File: src/sv/cocr_pkg.sv
package cocr_pkg;

   localparam int COORD_BITS      = 10;
   localparam int X_BITS          = COORD_BITS + 1;
   localparam int PIX_BITS        = COORD_BITS + 2;
   localparam int DEC_BITS        = COORD_BITS + 6;
   localparam int COLOR_BITS      = 8;
   localparam int PIXELS_PER_STEP = 8;
   localparam int IDX_BITS        = $clog2(PIXELS_PER_STEP);
   localparam int QUEUE_DEPTH     = 2;
   localparam int PTR_BITS        = $clog2(QUEUE_DEPTH);
   localparam int CNT_BITS        = $clog2(QUEUE_DEPTH + 1);
   localparam int CSR_INDEX_BITS  = 2;

   localparam logic [IDX_BITS-1:0] LAST_PIXEL = IDX_BITS'(PIXELS_PER_STEP - 1);

   localparam logic [COLOR_BITS-1:0] UPPER_COLOR_RESET = 8'd10;
   localparam logic [COLOR_BITS-1:0] LOWER_COLOR_RESET = 8'd5;

   localparam logic signed [DEC_BITS-1:0] BRES_INIT = DEC_BITS'(3);
   localparam logic signed [DEC_BITS-1:0] BRES_NEG  = DEC_BITS'(6);
   localparam logic signed [DEC_BITS-1:0] BRES_POS  = DEC_BITS'(10);
   localparam logic signed [DEC_BITS-1:0] MID_INIT  = DEC_BITS'(1);
   localparam logic signed [DEC_BITS-1:0] MID_NEG   = DEC_BITS'(3);
   localparam logic signed [DEC_BITS-1:0] MID_POS   = DEC_BITS'(5);

   typedef enum logic [CSR_INDEX_BITS-1:0] {
      CSR_DECISION_MODE = 2'd0,
      CSR_UPPER_COLOR   = 2'd1,
      CSR_LOWER_COLOR   = 2'd2
   } csr_index_type;

   typedef enum logic {
      REQ_START    = 1'b0,
      REQ_CONTINUE = 1'b1
   } req_kind_type;

   typedef struct packed {
      logic                  decision_mode;
      logic [COLOR_BITS-1:0] upper_color;
      logic [COLOR_BITS-1:0] lower_color;
   } cfg_type;

   typedef struct packed {
      logic                  req_type;
      logic [COORD_BITS-1:0] radius;
      logic [COORD_BITS-1:0] center_x;
      logic [COORD_BITS-1:0] center_y;
   } req_item_type;

   typedef struct packed {
      logic signed [PIX_BITS-1:0] pixel_x;
      logic signed [PIX_BITS-1:0] pixel_y;
      logic [COLOR_BITS-1:0]      pixel_color;
      logic                       last_of_step;
      logic                       circle_done;
   } rsp_item_type;

   typedef struct packed {
      logic [COORD_BITS-1:0]    center_x;
      logic [COORD_BITS-1:0]    center_y;
      logic signed [X_BITS-1:0] x;
      logic signed [X_BITS-1:0] y;
      logic                     done;
   } step_type;

   typedef struct packed {
      logic full;
      logic empty;
   } queue_status_type;

endpackage

File: src/sv/cocr_front.sv
module cocr_front (
   input  logic                  clock,
   input  logic                  reset,
   input  logic                  req_valid,
   output logic                  req_ready,
   input  cocr_pkg::req_item_type req_data,
   input  logic                  decision_mode,
   input  cocr_pkg::queue_status_type queue_status,
   output logic                  push,
   output cocr_pkg::step_type    push_data
);

   localparam int DX = cocr_pkg::DEC_BITS - cocr_pkg::X_BITS;
   localparam int DC = cocr_pkg::DEC_BITS - cocr_pkg::COORD_BITS;

   logic signed [cocr_pkg::X_BITS-1:0]   step_x_ff, step_x_in;
   logic signed [cocr_pkg::X_BITS-1:0]   step_y_ff, step_y_in;
   logic signed [cocr_pkg::DEC_BITS-1:0] decision_ff, decision_in;
   logic [cocr_pkg::COORD_BITS-1:0]      center_x_ff, center_x_in;
   logic [cocr_pkg::COORD_BITS-1:0]      center_y_ff, center_y_in;
   logic                                 active_ff, active_in;

   logic                                 accept;
   logic                                 is_start;
   logic signed [cocr_pkg::X_BITS-1:0]   cur_x, cur_y;
   logic signed [cocr_pkg::DEC_BITS-1:0] cur_d, r_ext, x_ext, y_ext, diff, delta;
   logic [cocr_pkg::COORD_BITS-1:0]      cur_h, cur_k;
   logic                                 done;

   assign req_ready = !queue_status.full;
   assign accept    = req_valid && req_ready;
   assign is_start  = (req_data.req_type == cocr_pkg::REQ_START);

   always_comb begin
      r_ext = {{DC{1'b0}}, req_data.radius};
      if (is_start) begin
         cur_x = '0;
         cur_y = {1'b0, req_data.radius};
         cur_h = req_data.center_x;
         cur_k = req_data.center_y;
         cur_d = decision_mode ? cocr_pkg::MID_INIT - r_ext
                               : cocr_pkg::BRES_INIT - (r_ext <<< 1);
      end else begin
         cur_x = step_x_ff;
         cur_y = step_y_ff;
         cur_h = center_x_ff;
         cur_k = center_y_ff;
         cur_d = decision_ff;
      end
      x_ext = {{DX{cur_x[cocr_pkg::X_BITS-1]}}, cur_x};
      y_ext = {{DX{cur_y[cocr_pkg::X_BITS-1]}}, cur_y};
      diff  = x_ext - y_ext;
      if (cur_d[cocr_pkg::DEC_BITS-1]) begin
         delta = decision_mode ? (x_ext <<< 1) + cocr_pkg::MID_NEG
                               : (x_ext <<< 2) + cocr_pkg::BRES_NEG;
         step_y_in = cur_y;
      end else begin
         delta = decision_mode ? (diff <<< 1) + cocr_pkg::MID_POS
                               : (diff <<< 2) + cocr_pkg::BRES_POS;
         step_y_in = cur_y - cocr_pkg::X_BITS'(1);
      end
      decision_in = cur_d + delta;
      step_x_in   = cur_x + cocr_pkg::X_BITS'(1);
      done        = step_x_in > step_y_in;
      center_x_in = cur_h;
      center_y_in = cur_k;
      active_in   = !done;

      push = accept && (is_start || (active_ff && !(step_x_ff > step_y_ff)));

      push_data.center_x = cur_h;
      push_data.center_y = cur_k;
      push_data.x        = cur_x;
      push_data.y        = cur_y;
      push_data.done     = done;
   end

   always_ff @(posedge clock) begin
      if (reset) begin
         step_x_ff   <= '0;
         step_y_ff   <= '0;
         decision_ff <= '0;
         center_x_ff <= '0;
         center_y_ff <= '0;
         active_ff   <= 1'b0;
      end else if (push) begin
         step_x_ff   <= step_x_in;
         step_y_ff   <= step_y_in;
         decision_ff <= decision_in;
         center_x_ff <= center_x_in;
         center_y_ff <= center_y_in;
         active_ff   <= active_in;
      end
   end

endmodule

File: src/sv/cocr_queue.sv
module cocr_queue (
   input  logic                       clock,
   input  logic                       reset,
   input  logic                       push,
   input  cocr_pkg::step_type         push_data,
   input  logic                       pop,
   output cocr_pkg::step_type         pop_data,
   output cocr_pkg::queue_status_type status
);

   cocr_pkg::step_type                 mem_ff [cocr_pkg::QUEUE_DEPTH];
   logic [cocr_pkg::PTR_BITS-1:0]      wr_ptr_ff, wr_ptr_in;
   logic [cocr_pkg::PTR_BITS-1:0]      rd_ptr_ff, rd_ptr_in;
   logic [cocr_pkg::CNT_BITS-1:0]      count_ff, count_in;

   localparam logic [cocr_pkg::PTR_BITS-1:0] PTR_LAST =
      cocr_pkg::PTR_BITS'(cocr_pkg::QUEUE_DEPTH - 1);
   localparam logic [cocr_pkg::CNT_BITS-1:0] CNT_FULL =
      cocr_pkg::CNT_BITS'(cocr_pkg::QUEUE_DEPTH);

   assign status.full  = (count_ff == CNT_FULL);
   assign status.empty = (count_ff == '0);
   assign pop_data     = mem_ff[rd_ptr_ff];

   always_comb begin
      wr_ptr_in = wr_ptr_ff;
      rd_ptr_in = rd_ptr_ff;
      count_in  = count_ff;
      if (push) begin
         wr_ptr_in = (wr_ptr_ff == PTR_LAST) ? '0 : wr_ptr_ff + 1'b1;
      end
      if (pop) begin
         rd_ptr_in = (rd_ptr_ff == PTR_LAST) ? '0 : rd_ptr_ff + 1'b1;
      end
      if (push && !pop) begin
         count_in = count_ff + 1'b1;
      end else if (pop && !push) begin
         count_in = count_ff - 1'b1;
      end
   end

   always_ff @(posedge clock) begin
      if (reset) begin
         wr_ptr_ff <= '0;
         rd_ptr_ff <= '0;
         count_ff  <= '0;
      end else begin
         wr_ptr_ff <= wr_ptr_in;
         rd_ptr_ff <= rd_ptr_in;
         count_ff  <= count_in;
      end
   end

   always_ff @(posedge clock) begin
      if (push) begin
         mem_ff[wr_ptr_ff] <= push_data;
      end
   end

   a_no_overflow: assert property (@(posedge clock) disable iff (reset)
      push |-> (!status.full || pop))
      else $error("step queue overflow");

   a_no_underflow: assert property (@(posedge clock) disable iff (reset)
      pop |-> !status.empty)
      else $error("step queue underflow");

endmodule

File: src/sv/cocr_back.sv
module cocr_back (
   input  logic                       clock,
   input  logic                       reset,
   input  cocr_pkg::queue_status_type queue_status,
   input  cocr_pkg::step_type         pop_data,
   output logic                       pop,
   input  cocr_pkg::cfg_type          cfg,
   output logic                       rsp_valid,
   input  logic                       rsp_ready,
   output cocr_pkg::rsp_item_type     rsp_data
);

   localparam int PB = cocr_pkg::PIX_BITS;
   localparam int XE = cocr_pkg::PIX_BITS - cocr_pkg::X_BITS;
   localparam int CE = cocr_pkg::PIX_BITS - cocr_pkg::COORD_BITS;

   cocr_pkg::step_type            cur_ff, cur_in;
   logic                          cur_valid_ff, cur_valid_in;
   logic [cocr_pkg::IDX_BITS-1:0] idx_ff, idx_in;
   logic                          out_valid_ff, out_valid_in;
   cocr_pkg::rsp_item_type        out_ff, out_in;

   logic                          out_free, emit, step_end;
   logic signed [PB-1:0]          h, k, xs, ys;

   assign out_free = !out_valid_ff || rsp_ready;
   assign emit     = cur_valid_ff && out_free;
   assign step_end = emit && (idx_ff == cocr_pkg::LAST_PIXEL);
   assign pop      = !queue_status.empty && (!cur_valid_ff || step_end);

   assign rsp_valid = out_valid_ff;
   assign rsp_data  = out_ff;

   always_comb begin
      h  = {{CE{1'b0}}, cur_ff.center_x};
      k  = {{CE{1'b0}}, cur_ff.center_y};
      xs = {{XE{cur_ff.x[cocr_pkg::X_BITS-1]}}, cur_ff.x};
      ys = {{XE{cur_ff.y[cocr_pkg::X_BITS-1]}}, cur_ff.y};

      out_in = out_ff;
      out_in.pixel_color  = idx_ff[cocr_pkg::IDX_BITS-1] ? cfg.lower_color : cfg.upper_color;
      out_in.last_of_step = (idx_ff == cocr_pkg::LAST_PIXEL);
      out_in.circle_done  = (idx_ff == cocr_pkg::LAST_PIXEL) && cur_ff.done;
      case (idx_ff)
         3'd0: begin
            out_in.pixel_x = h + xs;
            out_in.pixel_y = k + ys;
         end
         3'd1: begin
            out_in.pixel_x = h + ys;
            out_in.pixel_y = k + xs;
         end
         3'd2: begin
            out_in.pixel_x = h - ys;
            out_in.pixel_y = k + xs;
         end
         3'd3: begin
            out_in.pixel_x = h - xs;
            out_in.pixel_y = k + ys;
         end
         3'd4: begin
            out_in.pixel_x = h - xs;
            out_in.pixel_y = k - ys;
         end
         3'd5: begin
            out_in.pixel_x = h - ys;
            out_in.pixel_y = k - xs;
         end
         3'd6: begin
            out_in.pixel_x = h + ys;
            out_in.pixel_y = k - xs;
         end
         default: begin
            out_in.pixel_x = h + xs;
            out_in.pixel_y = k - ys;
         end
      endcase

      out_valid_in = emit || (out_valid_ff && !rsp_ready);

      cur_in       = pop ? pop_data : cur_ff;
      cur_valid_in = pop || (cur_valid_ff && !step_end);
      if (pop) begin
         idx_in = '0;
      end else if (emit) begin
         idx_in = idx_ff + 1'b1;
      end else begin
         idx_in = idx_ff;
      end
   end

   always_ff @(posedge clock) begin
      if (reset) begin
         cur_valid_ff <= 1'b0;
         idx_ff       <= '0;
         out_valid_ff <= 1'b0;
      end else begin
         cur_valid_ff <= cur_valid_in;
         idx_ff       <= idx_in;
         out_valid_ff <= out_valid_in;
      end
   end

   always_ff @(posedge clock) begin
      cur_ff <= cur_in;
      if (emit) begin
         out_ff <= out_in;
      end
   end

   a_done_on_last: assert property (@(posedge clock) disable iff (reset)
      (out_valid_ff && out_ff.circle_done) |-> out_ff.last_of_step)
      else $error("circle_done without last_of_step");

   a_step_holds: assert property (@(posedge clock) disable iff (reset)
      (emit && idx_ff != cocr_pkg::LAST_PIXEL) |=> (cur_valid_ff && idx_ff != '0))
      else $error("step dropped before its eighth pixel");

endmodule

File: src/sv/circle_octant_rasterizer_core.sv
// Circle octant rasterizer core.
// req channel: one transaction per step. req_type start loads radius and
//   center and yields the first step; continue yields the next step of the
//   running circle, or nothing once the circle has finished or none runs.
// rsp channel: eight pixel transactions per step, upper_color on the first
//   four and lower_color on the last four; last_of_step marks the eighth,
//   circle_done marks the eighth of the final step.
// csr channel: always ready; index 0 decision mode, 1 upper color,
//   2 lower color; other indexes are dropped. Write only while idle.
// Path: a step goes from the step queue into the pixel stage's step register,
//   and each pixel leaves through the output register. Throughput: one pixel
//   per cycle while rsp_ready is high, set by the single output register. A
//   two-entry step queue lets the request side run ahead of the pixel side.
// Reset: synchronous; clears the queue, the output register and the circle
//   state, and restores the color and mode registers to their defaults.
// Receiver stall: the output register holds its pixel, the pixel stage and
//   then the step queue fill, after which req_ready falls.
module circle_octant_rasterizer_core (
   input  logic                                   clock,
   input  logic                                   reset,
   input  logic                                   req_valid,
   output logic                                   req_ready,
   input  cocr_pkg::req_item_type                 req_data,
   output logic                                   rsp_valid,
   input  logic                                   rsp_ready,
   output cocr_pkg::rsp_item_type                 rsp_data,
   input  logic                                   csr_valid,
   output logic                                   csr_ready,
   input  logic [cocr_pkg::CSR_INDEX_BITS-1:0]    csr_index,
   input  logic [cocr_pkg::COLOR_BITS-1:0]        csr_wdata
);

   cocr_pkg::cfg_type          cfg_ff, cfg_in;
   cocr_pkg::queue_status_type queue_status;
   cocr_pkg::step_type         push_data, pop_data;
   logic                       push, pop;

   assign csr_ready = 1'b1;

   always_comb begin
      cfg_in = cfg_ff;
      if (csr_valid) begin
         unique case (cocr_pkg::csr_index_type'(csr_index))
            cocr_pkg::CSR_DECISION_MODE: cfg_in.decision_mode = csr_wdata[0];
            cocr_pkg::CSR_UPPER_COLOR:   cfg_in.upper_color   = csr_wdata;
            cocr_pkg::CSR_LOWER_COLOR:   cfg_in.lower_color   = csr_wdata;
            default:                     cfg_in = cfg_ff;
         endcase
      end
   end

   always_ff @(posedge clock) begin
      if (reset) begin
         cfg_ff.decision_mode <= 1'b0;
         cfg_ff.upper_color   <= cocr_pkg::UPPER_COLOR_RESET;
         cfg_ff.lower_color   <= cocr_pkg::LOWER_COLOR_RESET;
      end else begin
         cfg_ff <= cfg_in;
      end
   end

   cocr_front u_front (
      .clock         (clock),
      .reset         (reset),
      .req_valid     (req_valid),
      .req_ready     (req_ready),
      .req_data      (req_data),
      .decision_mode (cfg_ff.decision_mode),
      .queue_status  (queue_status),
      .push          (push),
      .push_data     (push_data)
   );

   cocr_queue u_queue (
      .clock     (clock),
      .reset     (reset),
      .push      (push),
      .push_data (push_data),
      .pop       (pop),
      .pop_data  (pop_data),
      .status    (queue_status)
   );

   cocr_back u_back (
      .clock        (clock),
      .reset        (reset),
      .queue_status (queue_status),
      .pop_data     (pop_data),
      .pop          (pop),
      .cfg          (cfg_ff),
      .rsp_valid    (rsp_valid),
      .rsp_ready    (rsp_ready),
      .rsp_data     (rsp_data)
   );

   a_push_needs_request: assert property (@(posedge clock) disable iff (reset)
      push |-> (req_valid && req_ready))
      else $error("step queued without a request transaction");

endmodule

File: config.mk
export PLATFORM = sky130hd
export DESIGN_NAME = circle_octant_rasterizer_core
export DESIGN_NICKNAME = d
export VERILOG_FILES = /design/src/sv/cocr_pkg.sv /design/src/sv/cocr_front.sv /design/src/sv/cocr_queue.sv /design/src/sv/cocr_back.sv /design/src/sv/circle_octant_rasterizer_core.sv
export SDC_FILE = /design/constraint.sdc
export NUM_CORES = 1
export LEC_CHECK = 0
export ABC_AREA = 1
export BUFFER_PORTS_ARGS = -buffer_cell sky130_fd_sc_hd__buf_2
export CAP_MARGIN = 20
export CORE_MARGIN = 2
export CORE_UTILIZATION = 35
export DETAILED_ROUTE_END_ITERATION = 8
export PLACE_DENSITY = 0.56
export SYNTH_ARGS = -nofsm -noshare
export SYNTH_HDL_FRONTEND = slang
export SYNTH_SLANG_ARGS = --single-unit
File: constraint.sdc
create_clock -name clock -period 6.05 [get_ports clock]
set_input_delay 0.605 -clock clock [delete_from_list [all_inputs] [get_ports clock]]
set_output_delay 0.605 -clock clock [all_outputs]
set_load 0.005 [all_outputs]
=== Word level (Yosys, flattened, before mapping) ===
Memories as Yosys holds them, arrays and structs flattened. A register that Yosys moved wholly into a read port is not among the register bits.
Cells that the tools add are included.
W data, S select, Z words.

* Register bits after elaboration: 119
* Memory bits (writable): 86
* Input port bits: 46
* Output and inout bits: 37
* Word-level logic and storage cells: 109
* Memories kept: 1

* Add/subtract/negate cells: 23
* Magnitude comparators: 2
* Equality and inequality tests: 10
* Multiplexer cells: 18
* Bitwise logic cells: 1
* Reductions and logical operators: 34

{| class="wikitable"
|+ Memory list
! name !! depth !! bits a word !! rd ports !! clocked after memory_dff !! wr ports !! RTL line !! source
|-
| u_queue.mem_ff || 2 || 43 || 1 || 1 || 1 || cocr_queue.sv:11 || <nowiki>cocr_pkg::step_type mem_ff [cocr_pkg::QUEUE_DEPTH];</nowiki>
|}

{| class="wikitable"
|+ Operators by type and width
! cell !! count
|-
| $pmux W24 S7 || 1
|-
| $mux W16 || 5
|-
| $sub A11 B11 Y12 || 5
|-
| $add A11 B11 Y12 || 4
|-
| $mux W11 || 3
|-
| $gt A11 B11 Y1 || 2
|-
| $mux W10 || 2
|-
| $add A16 B16 Y16 || 1
|-
| $add A16 B4 Y16 const B || 1
|-
| $add A16 B5 Y16 const B || 1
|-
| $add A13 B4 Y14 const B || 1
|-
| $add A12 B3 Y13 const B || 1
|-
| $eq A3 B3 Y1 const B || 4
|-
| $sub A2 B11 Y12 const A || 1
|-
| $add A11 B2 Y11 const B || 1
|-
| $logic_and A1 B1 Y1 || 11
|-
| $sub A1 B10 Y11 const A || 1
|-
| $sub A11 B2 Y11 const B || 1
|-
| $logic_not A1 Y1 || 10
|-
| $mux W8 || 1
|-
| $eq A3 B2 Y1 const B || 2
|-
| $reduce_and A2 Y1 || 3
|-
| $logic_or A1 B1 Y1 || 5
|-
| $eq A2 B2 Y1 const B || 2
|-
| other kinds (13) || 19
|}

=== Logic depth before layout (Yosys ltp) ===
* Word-level depth: 9
* Mapped depth: 33
* Depth with buffers taken out: 32

=== Cells and area by module ===
From an unflattened synthesis, not the netlist that was laid out.

* Cell total of the unflattened synthesis: 2269
* Area, all modules: 17568.1 µm²

{| class="wikitable"
|+ Modules (own cells, without submodules)
! module !! times used !! cells an instance !! area each (µm²) !! seq. area each (µm²)
|-
| cocr_back || 1 || 1067 || 7566.0 || 2412.3
|-
| cocr_front || 1 || 929 || 5729.2 || 1181.1
|-
| cocr_queue || 1 || 167 || 3534.6 || 2682.6
|-
| circle_octant_rasterizer_core || 1 || 106 || 738.2 || 340.3
|}

=== Worst setup path after synthesis ===
OpenSTA, ideal clock, no wires.

* Path type: in2reg
* Start: in req_data[30] in the netlist's numbering
* End: reg u_front.decision_ff[15] in the netlist's numbering
* Setup time: 0.109 ns
* Arrival: 4.477 ns
* Data required time: 5.941 ns
* Setup slack: 1.464 ns
* Cell stages on the path: 31
* Buffers on the path: 2
* Cells stage by stage: buf_6 -> buf_6 -> nor2_1 -> a21oi_1 -> inv_1 -> ha_1 -> fa_1 -> xnor2_1 -> ha_1 -> nand3_1 -> nor2_2 -> nand3_2 -> nor3_4 -> xor2_1 -> nand2_1 -> nand3_1 -> nand2_1 -> ha_1 -> nand2_1 -> nor2_1 -> nand3_1 -> nand4_1 -> nand3_1 -> nand2_1 -> a21o_1 -> a21oi_1 -> inv_1 -> nand3_1 -> nand3_1 -> nand2_1 -> inv_1

{| class="wikitable"
|+ RTL lines
! element !! RTL line !! source
|-
| start, declared || circle_octant_rasterizer_core.sv:23 || <nowiki>input cocr_pkg::req_item_type req_data,</nowiki>
|-
| end signal, assigned || cocr_front.sv:89 || <nowiki>decision_ff <= decision_in;</nowiki>
|-
| end, declared || cocr_front.sv:18 || <nowiki>logic signed [cocr_pkg::DEC_BITS-1:0] decision_ff, decision_in;</nowiki>
|}

==> flow_metrics.tcl <==
set metrics [dict create \
    outcome "completed" \
    synth_top_cell_area_share_pct 30.8 \
    portBuffers 81 \
    criticalPathCategory "primary input to flop" \
    startpoint_type "primary input" \
    numCtsBuffers 29 \
    cts_tree "done" \
    critPathArrivalTime_ns 5.11 \
    drive_above_1_share_pct 9.81 \
    hp-class "primary input to flop" \
    drc 0 \
    htree_levels 1 \
    grt_start_max_net_pins 73 \
    finalCriticalPeriod_ns 4.63 \
    reg2reg_from "u_front.step_y_ff[0]" \
    maxSlewViolCount 0 \
    netlist-cell-type-count 58 \
    p_sw_mw 4.08 \
    cts_buffer_depth 3 \
    endpoint_kind "flop" \
    grt_pass1_vias 12200 \
    sw_frac_of_total_pct 44.3 \
    yosysMostFrequentCell "nand2_1" \
    skew_ns 0.0157 \
    cts_sinks 248 \
    slew_headroom_pct 42.5 \
    hold_ws_ns 0.249 \
    root_buffer "clkbuf_16" \
    synthTopCellsByArea "edfxtp_1 (31%), ha_1 (11%), dfxtp_1 (11%)" \
    ys_ff_latch 248 \
    place_hpwl_um 32100 \
    finalHoldViolations 0 \
    drtIter0Drc 858 \
    first_pass_iters 5 \
    combPwrFrac_pct 50.0 \
    synth_warnings 0 \
    place_inst 2565 \
    cap_violations 0 \
    max_freq_ghz 0.216 \
    wirelength_um 41500 \
    post-cts-setup-buffers 0 \
    vias 12900 \
    synth_area_um2 15900 \
    synthArstFlopShare_pct 0 \
    final.period_utilization_pct 76.5 \
    synth-main-ff-cell "edfxtp_1" \
    dieWidth_um 217 \
    grtUsageTotal_pct 17.5 \
    cts_resized 0 \
    antenna_found_initial 0 \
    crit_path_end "u_front.decision_ff[15]" \
    crit_start "req_data[30]" \
    p_seq_share_pct 30.2 \
    r2r_end "u_front.decision_ff[15]" \
    place_congestion 0.891 \
    avgRoutedWirePerCell_um 15.8 \
    pin_count 83 \
    regArea_um2 6600 \
    synth.net_count 2128 \
    insertion_delay_ns 0.58 \
    synth_edf_count 163 \
    start_util_pct 35.2 \
    intPower_mw 5.14 \
    postRouteAntennaNets 0 \
    crit_fanout 16 \
    rsz0062_at_grt "false" \
    crit_required_ns 6.53 \
    yosysSeqAreaShare_pct 41.5 \
    clkTransAtPathRegs_ns 0.06 \
    stdcell_count 2619 \
    fp.dieArea_um2 47100 \
    cp_common_cell "nand3_1" \
    avgSynthCellArea_um2 8.21 \
    synthCells 1933 \
    multi_input_area_um2 8100 \
    worst_slew_pin_slew_ns 0.859 \
    ir_drop_uv 306 \
    finalPower_mw 9.22 \
    area_growth_pct 12.5 \
    cts-hold-fix-buffers 0 \
    viasPerCell 4.92 \
    grt_remaining_overflow 0 \
    post-place-ws_ns 0.827 \
    synth_common_cells "nand2_1 (447), inv_1 (231), a21oi_1 (170), edfxtp_1 (163), o21ai_0 (162)" \
    fp.dieH_um 217 \
    p_per_area_nw_per_um2 516 \
    critPathSlowestCell "fa_1" \
    grt_pass1_wl_um 65600 \
    num_rows 78 \
    r2r_slack_ns 1.55 \
    slowest_delay_ns 0.41 \
    diodes 0 \
    layout_setup_ws_ns 1.42 \
    power_leakage_nw 8.02 \
    layout.nets 2191 \
    finalSetupTns_ns 0 \
    nFillCells 4603 \
    reg2reg_depth 28 \
    core_region_area_um2 45100 \
    synth.largest_area_cell "edfxtp_1" \
    p_clk_share_pct 19.7 \
    setup_viol 0 \
]
layout by cell type, fill, tap and decap left out, types with 4 or more instances in the layout:
cell type and instances:
dfxtp_1 85, buf_4 14, clkbuf_16 29, clkinv_1 4, o211ai_1 6, inv_1 230, bufinv_16 4, o21ai_1 13
a21boi_0 4, nand3b_1 4, nand3_1 88, xor2_1 39, a211oi_1 7, a31oi_1 9, nand4_1 16, o21bai_1 5
xnor2_1 23, inv_2 6, clkbuf_1 9, buf_2 81, a221oi_1 8, or2_2 9, o22ai_1 7, and2_1 4
o21ai_0 162, nand3_2 7, a21oi_1 169, ha_1 139, nor4_1 5, nor2_2 4, o2111ai_1 14, nand2_2 11
nor2_1 121, nor3_1 17, fa_1 10, edfxtp_1 163, nand2_1 446, a21o_1 6
flip-flops by register name (all words and copies together) (netlist names):
name                 count
cfg_ff                  17
u_back.cur_ff           43
u_back.cur_valid_ff      1
u_back.idx_ff            3
u_back.rsp_data         34
u_back.rsp_valid         1
u_front.active_ff        1
u_front.center_x_ff     10
u_front.center_y_ff     10
u_front.decision_ff     16
u_front.step_x_ff       11
u_front.step_y_ff       11
u_queue.count_ff         2
u_queue.mem_ff          86
u_queue.rd_ptr_ff        1
u_queue.wr_ptr_ff        1
worst max-delay path, delay by kind of cell:
kind	cells	cell delay, ns
AND/OR/NAND/NOR	17	1.63
adder cells (fa/ha/maj)	4	1.23
AO/OA/AOI/OAI	3	0.61
buffers and inverters	4	0.58
XOR/XNOR	2	0.41
cell type report:
class                      instances  area share [%]
inverter                         242            5.12
clock buffer                      40            4.41
sequential                       248            36.9
tap                              600            4.20
timing repair buffer              95            2.86
multi-input combinational       1380            45.3
clock inverter                    14            1.15
power by group through the flow:
stage / clock (mW) / sequential, mW / combinational [mW]
2_1_floorplan: 0 / 2.69 / 3.38
3_3_place_gp: 0 / 2.82 / 4.53
3_5_place_dp: 0 / 2.83 / 4.58
4_1_cts: 1.88 / 2.80 / 4.60
5_1_grt: 1.94 / 2.83 / 5.27
6_report: 1.82 / 2.79 / 4.61
per-stage QoR:
stage | area [µm²] | utilization (%)
after detailed placement | 16900 | 37.4
after CTS | 17900 | 39.6
after global routing | 17900 | 39.6
final | 17900 | 39.6
after floorplan | 15900 | -
after global placement | 16900 | 37.4
how the worst min path moves through the flow:
stage	from	end	slack [ns]	cells after the start
2_1_floorplan	cfg_ff[10]	cfg_ff[10]	0.42	2
3_3_place_gp	u_front.center_y_ff[2]	u_front.center_y_ff[2]	0.44	2
3_5_place_dp	u_front.center_y_ff[2]	u_front.center_y_ff[2]	0.44	2
4_1_cts	csr_wdata[3]	cfg_ff[11]	0.22	3
5_1_grt	csr_wdata[2]	cfg_ff[2]	0.25	3
6_report	csr_wdata[3]	cfg_ff[11]	0.25	3
cells by family after synthesis:
family	after synthesis	synth area share, %
buf+inv	305	7.66
fa+ha+maj	149	12.2
flops	248	41.5
xor+xnor	64	3.70
simple gates	750	20.6
other cells	1	0.0236
compound gates	416	14.3
layer usage:
layer / vias to the layer above / GRT usage, % / wire length, µm
met4: 0 / 3.70 / 745
met2: 266 / 28.5 / 18600
li1: 6619 / - / -
met3: 44 / 2.04 / 1940
met1: 5957 / 25.0 / 20200
met5: - / 0 / 0
No activity file was read; power rests on OpenSTA's default activity.
